$ cat src/rtl/lspb_pkg.sv
// ----------------------------------------------------------------------------
// lspb_pkg
// Shared types and constants for the lidar sector proximity brake unit.
// ----------------------------------------------------------------------------
`default_nettype none

package lspb_pkg;

    localparam int NUM_SECTORS = 8;

    typedef logic [11:0]        t_angle_raw;
    typedef logic signed [12:0] t_angle;
    typedef logic [15:0]        t_dist;
    typedef logic [2:0]         t_grade;
    typedef logic [2:0]         t_sector;
    typedef logic [1:0]         t_hits;

    localparam t_sector SEC_FRONT       = 3'd0;
    localparam t_sector SEC_BACK        = 3'd1;
    localparam t_sector SEC_LEFT        = 3'd2;
    localparam t_sector SEC_RIGHT       = 3'd3;
    localparam t_sector SEC_FRONT_RIGHT = 3'd4;
    localparam t_sector SEC_BACK_RIGHT  = 3'd5;
    localparam t_sector SEC_BACK_LEFT   = 3'd6;
    localparam t_sector SEC_FRONT_LEFT  = 3'd7;

    localparam t_angle ANG_HALF_TURN = 13'sd1800;
    localparam t_angle ANG_1575      = 13'sd1575;
    localparam t_angle ANG_1125      = 13'sd1125;
    localparam t_angle ANG_675       = 13'sd675;
    localparam t_angle ANG_225       = 13'sd225;
    localparam t_angle ANG_AXIS      = 13'sd300;

    localparam t_dist DIST_FAR      = 16'd450;
    localparam t_dist DIST_G1       = 16'd400;
    localparam t_dist DIST_G2       = 16'd350;
    localparam t_dist DIST_G3       = 16'd300;
    localparam t_dist DIST_NEAR     = 16'd200;
    localparam t_dist HIT_MIN       = 16'd100;
    localparam t_dist HIT_MAX_SIDE  = 16'd200;
    localparam t_dist HIT_MAX_AXIS  = 16'd220;

    localparam t_hits HITS_BRAKE = 2'd2;

    typedef struct packed {
        t_angle_raw angle;
        t_dist      dist_mm;
        logic       last;
    } t_point;

    typedef struct packed {
        t_sector sector;
        t_grade  grade;
        logic    hit;
    } t_class;

    typedef struct packed {
        t_grade [NUM_SECTORS-1:0] grades;
        logic                     brake;
        logic                     brake_changed;
    } t_result;

endpackage

`default_nettype wire

$ cat src/rtl/lspb_classify.sv
// ----------------------------------------------------------------------------
// lspb_classify
// Maps one registered lidar point to its sector, distance grade and hit flag.
// ----------------------------------------------------------------------------
`default_nettype none

module lspb_classify
    import lspb_pkg::*;
(
    input  wire t_point i_point,
    output t_class      o_class
);

    t_angle a;
    t_dist  d;
    logic   on_axis;

    always_comb begin
        d = i_point.dist_mm;
        if (i_point.angle == '0) begin
            a = '0;
        end else begin
            a = ANG_HALF_TURN - $signed({1'b0, i_point.angle});
        end

        if ((a <= -ANG_1575 && a >= -ANG_HALF_TURN) || (a >= ANG_1575 && a <= ANG_HALF_TURN)) begin
            o_class.sector = SEC_FRONT;
        end else if (a > -ANG_1575 && a <= -ANG_1125) begin
            o_class.sector = SEC_FRONT_LEFT;
        end else if (a <= ANG_1575 && a >= ANG_1125) begin
            o_class.sector = SEC_FRONT_RIGHT;
        end else if (a >= -ANG_1125 && a <= -ANG_675) begin
            o_class.sector = SEC_LEFT;
        end else if (a < ANG_1125 && a >= ANG_675) begin
            o_class.sector = SEC_RIGHT;
        end else if (a > -ANG_675 && a <= -ANG_225) begin
            o_class.sector = SEC_BACK_LEFT;
        end else if (a <= ANG_675 && a >= ANG_225) begin
            o_class.sector = SEC_BACK_RIGHT;
        end else begin
            o_class.sector = SEC_BACK;
        end

        if (!(d < DIST_FAR && d > DIST_NEAR)) begin
            o_class.grade = 3'd0;
        end else if (d < DIST_G3) begin
            o_class.grade = 3'd4;
        end else if (d < DIST_G2) begin
            o_class.grade = 3'd3;
        end else if (d < DIST_G1) begin
            o_class.grade = 3'd2;
        end else begin
            o_class.grade = 3'd1;
        end

        on_axis = (a <= ANG_AXIS) && (a >= -ANG_AXIS);
        if (on_axis) begin
            o_class.hit = (d > HIT_MIN) && (d < HIT_MAX_AXIS);
        end else begin
            o_class.hit = (d > HIT_MIN) && (d < HIT_MAX_SIDE);
        end
    end

endmodule

`default_nettype wire

$ cat src/rtl/lspb_scan_acc.sv
// ----------------------------------------------------------------------------
// lspb_scan_acc
// Holds the per-scan sector grades, hit count, brake state and override
// register, and registers one result transaction at each end of scan.
// ----------------------------------------------------------------------------
`default_nettype none

module lspb_scan_acc
    import lspb_pkg::*;
(
    input  wire         i_clk,
    input  wire         i_rst_n,
    input  wire         i_cfg_we,
    input  wire         i_cfg_data,
    input  wire         i_move,
    input  wire         i_last,
    input  wire t_class i_class,
    input  wire         i_out_stall,
    output logic        o_out_valid,
    output t_result     o_result,
    output logic        o_out_hold
);

    t_grade [NUM_SECTORS-1:0] r_grades;
    t_grade [NUM_SECTORS-1:0] n_grades;
    t_hits                    r_hits;
    t_hits                    n_hits;
    logic                     r_brake;
    logic                     r_override;
    logic                     r_out_valid;
    t_result                  r_result;
    t_result                  n_result;
    logic                     n_brake;

    always_comb begin
        n_grades = r_grades;
        n_hits   = r_hits;
        if (!r_override) begin
            for (int k = 0; k < NUM_SECTORS; k++) begin
                if (i_class.sector == t_sector'(k) && r_grades[k] < i_class.grade) begin
                    n_grades[k] = i_class.grade;
                end
            end
            if (i_class.hit && r_hits < HITS_BRAKE) begin
                n_hits = r_hits + 2'd1;
            end
        end

        n_brake = (n_hits >= HITS_BRAKE);
        if (r_override) begin
            n_result = '0;
        end else begin
            n_result.grades        = n_grades;
            n_result.brake         = n_brake;
            n_result.brake_changed = (n_brake != r_brake);
        end
    end

    always_ff @(posedge i_clk) begin
        if (!i_rst_n) begin
            r_grades    <= '0;
            r_hits      <= '0;
            r_brake     <= 1'b0;
            r_override  <= 1'b0;
            r_out_valid <= 1'b0;
        end else begin
            if (i_cfg_we) begin
                r_override <= i_cfg_data;
                if (i_cfg_data) begin
                    r_brake <= 1'b0;
                end
            end

            if (i_move) begin
                if (i_last) begin
                    r_grades <= '0;
                    r_hits   <= '0;
                    r_brake  <= n_result.brake;
                end else begin
                    r_grades <= n_grades;
                    r_hits   <= n_hits;
                end
            end

            if (i_move && i_last) begin
                r_out_valid <= 1'b1;
            end else if (!i_out_stall) begin
                r_out_valid <= 1'b0;
            end
        end
    end

    always_ff @(posedge i_clk) begin
        if (i_move && i_last) begin
            r_result <= n_result;
        end
    end

    assign o_out_valid = r_out_valid;
    assign o_result    = r_result;
    assign o_out_hold  = r_out_valid && i_out_stall;

endmodule

`default_nettype wire

$ cat src/rtl/lidar_sector_proximity_brake_unit.sv
// ----------------------------------------------------------------------------
// lidar_sector_proximity_brake_unit
// Reduces a stream of lidar points to eight sector grades and a brake flag.
// ----------------------------------------------------------------------------
// Each input transaction is taken into a point register and from there
// classified and, unless the override is set, folded into the sector grades
// and hit count, so a point can be accepted in every cycle while the input
// is not stalled. A point marked as the last of a scan, once it moves on
// from the point register, loads one result transaction into an output
// register; the input stalls only while a finished end-of-scan point waits
// behind a result that the receiver has not yet taken.
// ----------------------------------------------------------------------------
`default_nettype none

module lidar_sector_proximity_brake_unit
    import lspb_pkg::*;
(
    input  wire         i_clk,
    input  wire         i_rst_n,
    input  wire         i_cfg_we,
    input  wire         i_cfg_data,
    input  wire         i_in_valid,
    output logic        o_in_stall,
    input  wire  [11:0] i_scan_angle,
    input  wire  [15:0] i_distance_mm,
    input  wire         i_last_point,
    output logic        o_out_valid,
    input  wire         i_out_stall,
    output logic [2:0]  o_front_level,
    output logic [2:0]  o_back_level,
    output logic [2:0]  o_left_level,
    output logic [2:0]  o_right_level,
    output logic [2:0]  o_front_right_level,
    output logic [2:0]  o_back_right_level,
    output logic [2:0]  o_back_left_level,
    output logic [2:0]  o_front_left_level,
    output logic        o_brake,
    output logic        o_brake_changed
);

    logic    r_p_valid;
    t_point  r_p;
    logic    blocked;
    logic    move;
    logic    out_hold;
    t_class  pt_class;
    t_result result;

    assign blocked    = r_p_valid && r_p.last && out_hold;
    assign move       = r_p_valid && !blocked;
    assign o_in_stall = blocked;

    always_ff @(posedge i_clk) begin
        if (!i_rst_n) begin
            r_p_valid <= 1'b0;
        end else if (!blocked) begin
            r_p_valid <= i_in_valid;
        end
    end

    always_ff @(posedge i_clk) begin
        if (i_in_valid && !blocked) begin
            r_p.angle   <= i_scan_angle;
            r_p.dist_mm <= i_distance_mm;
            r_p.last    <= i_last_point;
        end
    end

    lspb_classify u_classify (
        .i_point (r_p),
        .o_class (pt_class)
    );

    lspb_scan_acc u_scan_acc (
        .i_clk       (i_clk),
        .i_rst_n     (i_rst_n),
        .i_cfg_we    (i_cfg_we),
        .i_cfg_data  (i_cfg_data),
        .i_move      (move),
        .i_last      (r_p.last),
        .i_class     (pt_class),
        .i_out_stall (i_out_stall),
        .o_out_valid (o_out_valid),
        .o_result    (result),
        .o_out_hold  (out_hold)
    );

    assign o_front_level       = result.grades[SEC_FRONT];
    assign o_back_level        = result.grades[SEC_BACK];
    assign o_left_level        = result.grades[SEC_LEFT];
    assign o_right_level       = result.grades[SEC_RIGHT];
    assign o_front_right_level = result.grades[SEC_FRONT_RIGHT];
    assign o_back_right_level  = result.grades[SEC_BACK_RIGHT];
    assign o_back_left_level   = result.grades[SEC_BACK_LEFT];
    assign o_front_left_level  = result.grades[SEC_FRONT_LEFT];
    assign o_brake             = result.brake;
    assign o_brake_changed     = result.brake_changed;

endmodule

`default_nettype wire

$ cat config.mk
export PLATFORM = sky130hd
export DESIGN_NAME = lidar_sector_proximity_brake_unit
export DESIGN_NICKNAME = d
export VERILOG_FILES = /design/src/rtl/lspb_pkg.sv /design/src/rtl/lspb_classify.sv /design/src/rtl/lspb_scan_acc.sv /design/src/rtl/lidar_sector_proximity_brake_unit.sv
export SDC_FILE = /design/constraint.sdc
export NUM_CORES = 1
export LEC_CHECK = 0
export ABC_CLOCK_PERIOD_IN_PS = 5500
export BUFFER_PORTS_ARGS = -buffer_cell sky130_fd_sc_hd__buf_2
export CAP_MARGIN = 5
export CORE_MARGIN = 2
export CORE_UTILIZATION = 40
export CTS_BUF_LIST = sky130_fd_sc_hd__clkbuf_8 sky130_fd_sc_hd__clkbuf_16
export CTS_CLUSTER_SIZE = 8
export DETAILED_ROUTE_END_ITERATION = 8
export GPL_ROUTABILITY_DRIVEN = 0
export PLACE_DENSITY = 0.61
export SLEW_MARGIN = 10
export SYNTH_ARGS = -nofsm -noshare
export SYNTH_HDL_FRONTEND = slang
export SYNTH_SLANG_ARGS = --single-unit
export TNS_END_PERCENT = 1
$ cat constraint.sdc
create_clock -name i_clk -period 5.5 [get_ports i_clk]
set_clock_uncertainty 0.1 [all_clocks]
set_input_delay 1.1 -clock i_clk [delete_from_list [all_inputs] [get_ports i_clk]]
set_output_delay 1.1 -clock i_clk [all_outputs]
set_load 0.03 [all_outputs]
==> results <==
- In this design, the stage delay of the slowest critical-path cell is 0.66 ns.
- A synthesized cell averages 9.334 sq um.
- In this run the count of I/O pins placed on the die edge is 63.
- Across the whole layout, storage elements account for between 2000 and 2500 sq um.
- The die footprint is 15,540 sq um.
- The global routing stage identified its most utilized layer as met2.
- The CTS tree is built.
- After technology mapping, the gate count stands at 624.
- The global routing usage on met1 is 24.83%.
- Walking the worst path, the cells encountered are inv_1, ha_1, or4b_1, a211o_1, a32oi_1, nand4_1, or3_1, a2bb2oi_2, a311oi_4, or4_1, mux2i_1.
- The number of I/O port buffers is 62.
- Once detail routing completed, the nets flagged for antenna violations numbered 0.
- In this run the standard cell core region covers 14,370 sq um.
- By area the synthesized netlist is led by edfxtp_1, dfxtp_1, ha_1.
- The number of antenna diodes in the final layout is 0.
- Together, buffers and inverters on the worst path number 1.
- The routing usage on met3 is under 10%.
- The areal power density over the cells is between 200 and 250 nW/um^2.
- Setup repair after global routing left no endpoint under its margin.
- Of the synthesized area, sequential elements account for between 30% and 40%.
- edfxtp_1 is the most common cell in the netlist.
- The root buffer cell chosen for the clock tree is clkbuf_16.
- During synthesis, Yosys emitted a total of 0 warnings.
- The post-synthesis async set-or-reset flop share is 0%.
- The minimum period implied by the final worst setup slack is 4.673 ns.
- The kind of cell adding the most delay to the critical path is simple AND/OR/NAND/NOR gates.
- Setup violations remaining at the end of the flow were counted as 0.
- The worst-case IR drop observed on VDD is 0.2856 mV.
- The synthesized netlist occupies a cell area of 5824 sq um.
- Post-CTS timing repair inserted 0 buffers for setup.
- OpenSTA, run right after detailed placement, puts the worst setup slack at approximately 0.9 ns.
- The max-slew headroom at the worst pin is between 20% and 30%.
- The number of hold buffers added after cts is 0.
- The pre-antenna-repair detailed-routing pass consisted of 5 iterations.
- The required time of the critical path is 5.48 ns.
- The initial utilization of the core area, before any placement, comes to 40.53%.
- After the last flow step, the layout net total stands at approximately 730.
- The die is 124.7 um wide.
- In this run, CTS created clock tree buffers numbering 9.
- The post-detailed-route wirelength per cell is 17.96 um.
- Of the cells placed in the final design, the portion with a size suffix greater than 1 is 16.67%.
- The number of global-route vias before repair came to 5,143.
- Entering global routing, the biggest net connects 42 pins.
- The actual transition at the worst max-transition pin is around 1.1 ns.
- The startpoint kind of the worst setup timing path is a register.
- Synthesis produced a netlist with a net count of 679.
- The initial antenna violation count was 0.
- The total number of clock tree sinks is 85.
- The run finished with clean final reports.
- Adding up every negative setup slack in the final design gives 0 ns.
- For this run, the share of the core covered by cells in the final layout is between 40% and 50%.
- Synthesis inferred 85 register bits.
- The multi-input combinational cells in the finished layout cover a total of 3371 sq um.
- The reported leakage power is 0.002379 uW.
- The aggregate global-route resource usage is 19.80%.
- After synthesis, the netlist uses 82 different library cells.
- Dividing the detail-routed via count by the number of cells gives 6.268.
- The CTS H-tree depth is 3.
- Global routing finished with a remaining overflow of 0.
- The hold violation count in the final report is 0.
- The count of flip-flops with a built-in enable after synthesis is 55.
- In this run the worst hold path is classified as register to register.
- The start-to-end type of the worst setup path is register to register.
- The portion of synthesized cell area occupied by the leading cell type is around 28%.
- The overall routed net length is 15,480 um.
- Static timing analysis puts the maximum clock frequency at 214.0 MHz.
- For met2 alone, demand over resource in global routing was 32.05%.
- The DRC violation count after routing is 0.
- The site row count is 44.
- The number of fillers in the final layout is 1,329.
- The final max-slew violation count is 0.
- The post-cts sizing count is 0.
- The number of vias after detailed routing is 5,403.
- The most used flip-flop cell after synthesis is edfxtp_1.
- For the worst setup path, the data arrival time is 4.65 ns.
- Summed over all instances, the cell type with the most area after synthesis is edfxtp_1.
- The final critical-path setup slack is 0.8273 ns.
- The worst-path maximum fanout is 14.
- The setup check on the worst reg-to-reg path leaves a slack of around 0.83 ns.
- After legalization and detailed placement, the total HPWL measured ~11,000 um.
- The relative area change from synthesis to final layout is 13.53%.
- In this run the deepest clock path goes through 2 buffers.
- Clock latency on the worst-skew pair, taken at its later pin, is 0.35 ns.
- The highest-delay cell along the critical path is or4_1.
- The number of violations reported at the end of detailed-routing iteration 0 is 599.
- The height of the die is 124.7 um.
- The wire length of the first global-routing pass is 25,160 um.
- After synthesis, the most frequently instantiated cells are edfxtp_1, nand2_1, nor2_1.
- The fraction of the cycle the final worst path needs is 84.96%.
- The clock-pin slew on the worst setup and hold paths is 0.07 ns.
- STA classifies the critical path endpoint as a register.
- The max-capacitance violation count is 0.
## sequential cells by signal, summed over array words and instances, names as in the netlist
signal / flops
r_p: 29
u_scan_acc.o_out_valid: 1
u_scan_acc.r_brake: 1
u_scan_acc.r_hits: 2
u_scan_acc.r_grades: 24
u_scan_acc.o_result: 26
u_scan_acc.r_override: 1
r_p_valid: 1
## layout by cell type, fill, tap and decap left out, types with 5 or more instances in the layout
| master | synthesis | final |
|---|---|---|
| dfxtp_1 | 30 | 30 |
| inv_1 | 11 | 12 |
| buf_2 | 8 | 62 |
| ha_1 | 20 | 20 |
| nand4_1 | 17 | 17 |
| o41ai_1 | 6 | 6 |
| o21ai_0 | 37 | 37 |
| a211o_1 | 5 | 5 |
| or4_1 | 6 | 6 |
| a211oi_1 | 5 | 5 |
| nand3_1 | 20 | 20 |
| o21a_1 | 7 | 7 |
| nor2b_1 | 6 | 6 |
| nor4_1 | 9 | 9 |
| edfxtp_1 | 55 | 55 |
| a21oi_1 | 34 | 34 |
| and3_1 | 8 | 8 |
| mux2i_1 | 20 | 20 |
| or3_1 | 13 | 13 |
| nor2_1 | 41 | 41 |
| clkbuf_16 | 0 | 10 |
| o31ai_1 | 14 | 14 |
| nand2_1 | 43 | 43 |
| buf_4 | 0 | 11 |
| nor3_1 | 16 | 16 |
| a41oi_1 | 6 | 6 |
| nand2b_1 | 24 | 24 |
| and2_1 | 14 | 14 |
| xnor2_1 | 6 | 6 |
| o22ai_1 | 5 | 5 |
| o211ai_1 | 18 | 18 |
## where the power goes
group          switching (uW)  internal, uW  leakage, uW
Sequential               23.5           698     0.000771
Combinational             167          81.9      0.00144
Clock                     238           401     0.000165
## cells by family (layout without fill, tap and decap cells)
family,count (synthesis),count (layout),synth area share [%]
AO/OA/AOI/OAI,200,200,25.54
XOR/XNOR,10,10,1.504
adder cells (fa/ha/maj),20,20,4.296
buffers and inverters,47,101,3.459
flip-flops,85,85,38.67
multiplexers,20,20,3.437
AND/OR/NAND/NOR,242,242,23.09
## worst reg2reg max path, cell delays in order, from the launching register on
cell	delay [ns]
edfxtp_1	0.55
inv_1	0.17
ha_1	0.46
or4b_1	0.54
a211o_1	0.32
a32oi_1	0.30
nand4_1	0.24
or3_1	0.42
a2bb2oi_2	0.30
a311oi_4	0.20
or4_1	0.66
mux2i_1	0.17
## per-layer routing
metal / vias to the layer above / part of all wire [%]
met5: - / 0
met4: 0 / 3.5
met3: 48 / 6.9
met2: 274 / 47
met1: 2535 / 43
li1: 2546 / -
## layout make-up
class / instances / share of cell area, %
clock buffers: 12 / 4.201
clock inverters: 4 / 0.6623
inverters: 12 / 0.6812
multi-input cells: 492 / 50.97
flip-flops and latches: 85 / 34.06
well taps: 184 / 3.482
repair buffers: 73 / 5.941
## path summary, 6_finish.rpt
| path | from | depth (start not counted) | to |
|---|---|---|---|
| setup / recovery | r_p[18] | 11 | u_scan_acc.o_result[24] |
| hold / removal | u_scan_acc.r_grades[19] | 1 | u_scan_acc.r_grades[19] |
| setup reg to reg | r_p[18] | 11 | u_scan_acc.o_result[24] |
| hold reg to reg | u_scan_acc.r_grades[19] | 1 | u_scan_acc.r_grades[19] |
## metrics by stage
step           power, uW  hold slack, ns  cell area [sq um]  cells
5_1_grt             1664          0.4192               6613    862
3_5_place_dp       976.1          0.3838               6291    846
3_3_place_gp       973.8          0.3750               6291    846
2_1_floorplan      908.6          0.3537               5824    624
4_1_cts             1616          0.3926               6613    862
6_report            1609          0.3956               6613    862
(Power assumes the default switching activity.)
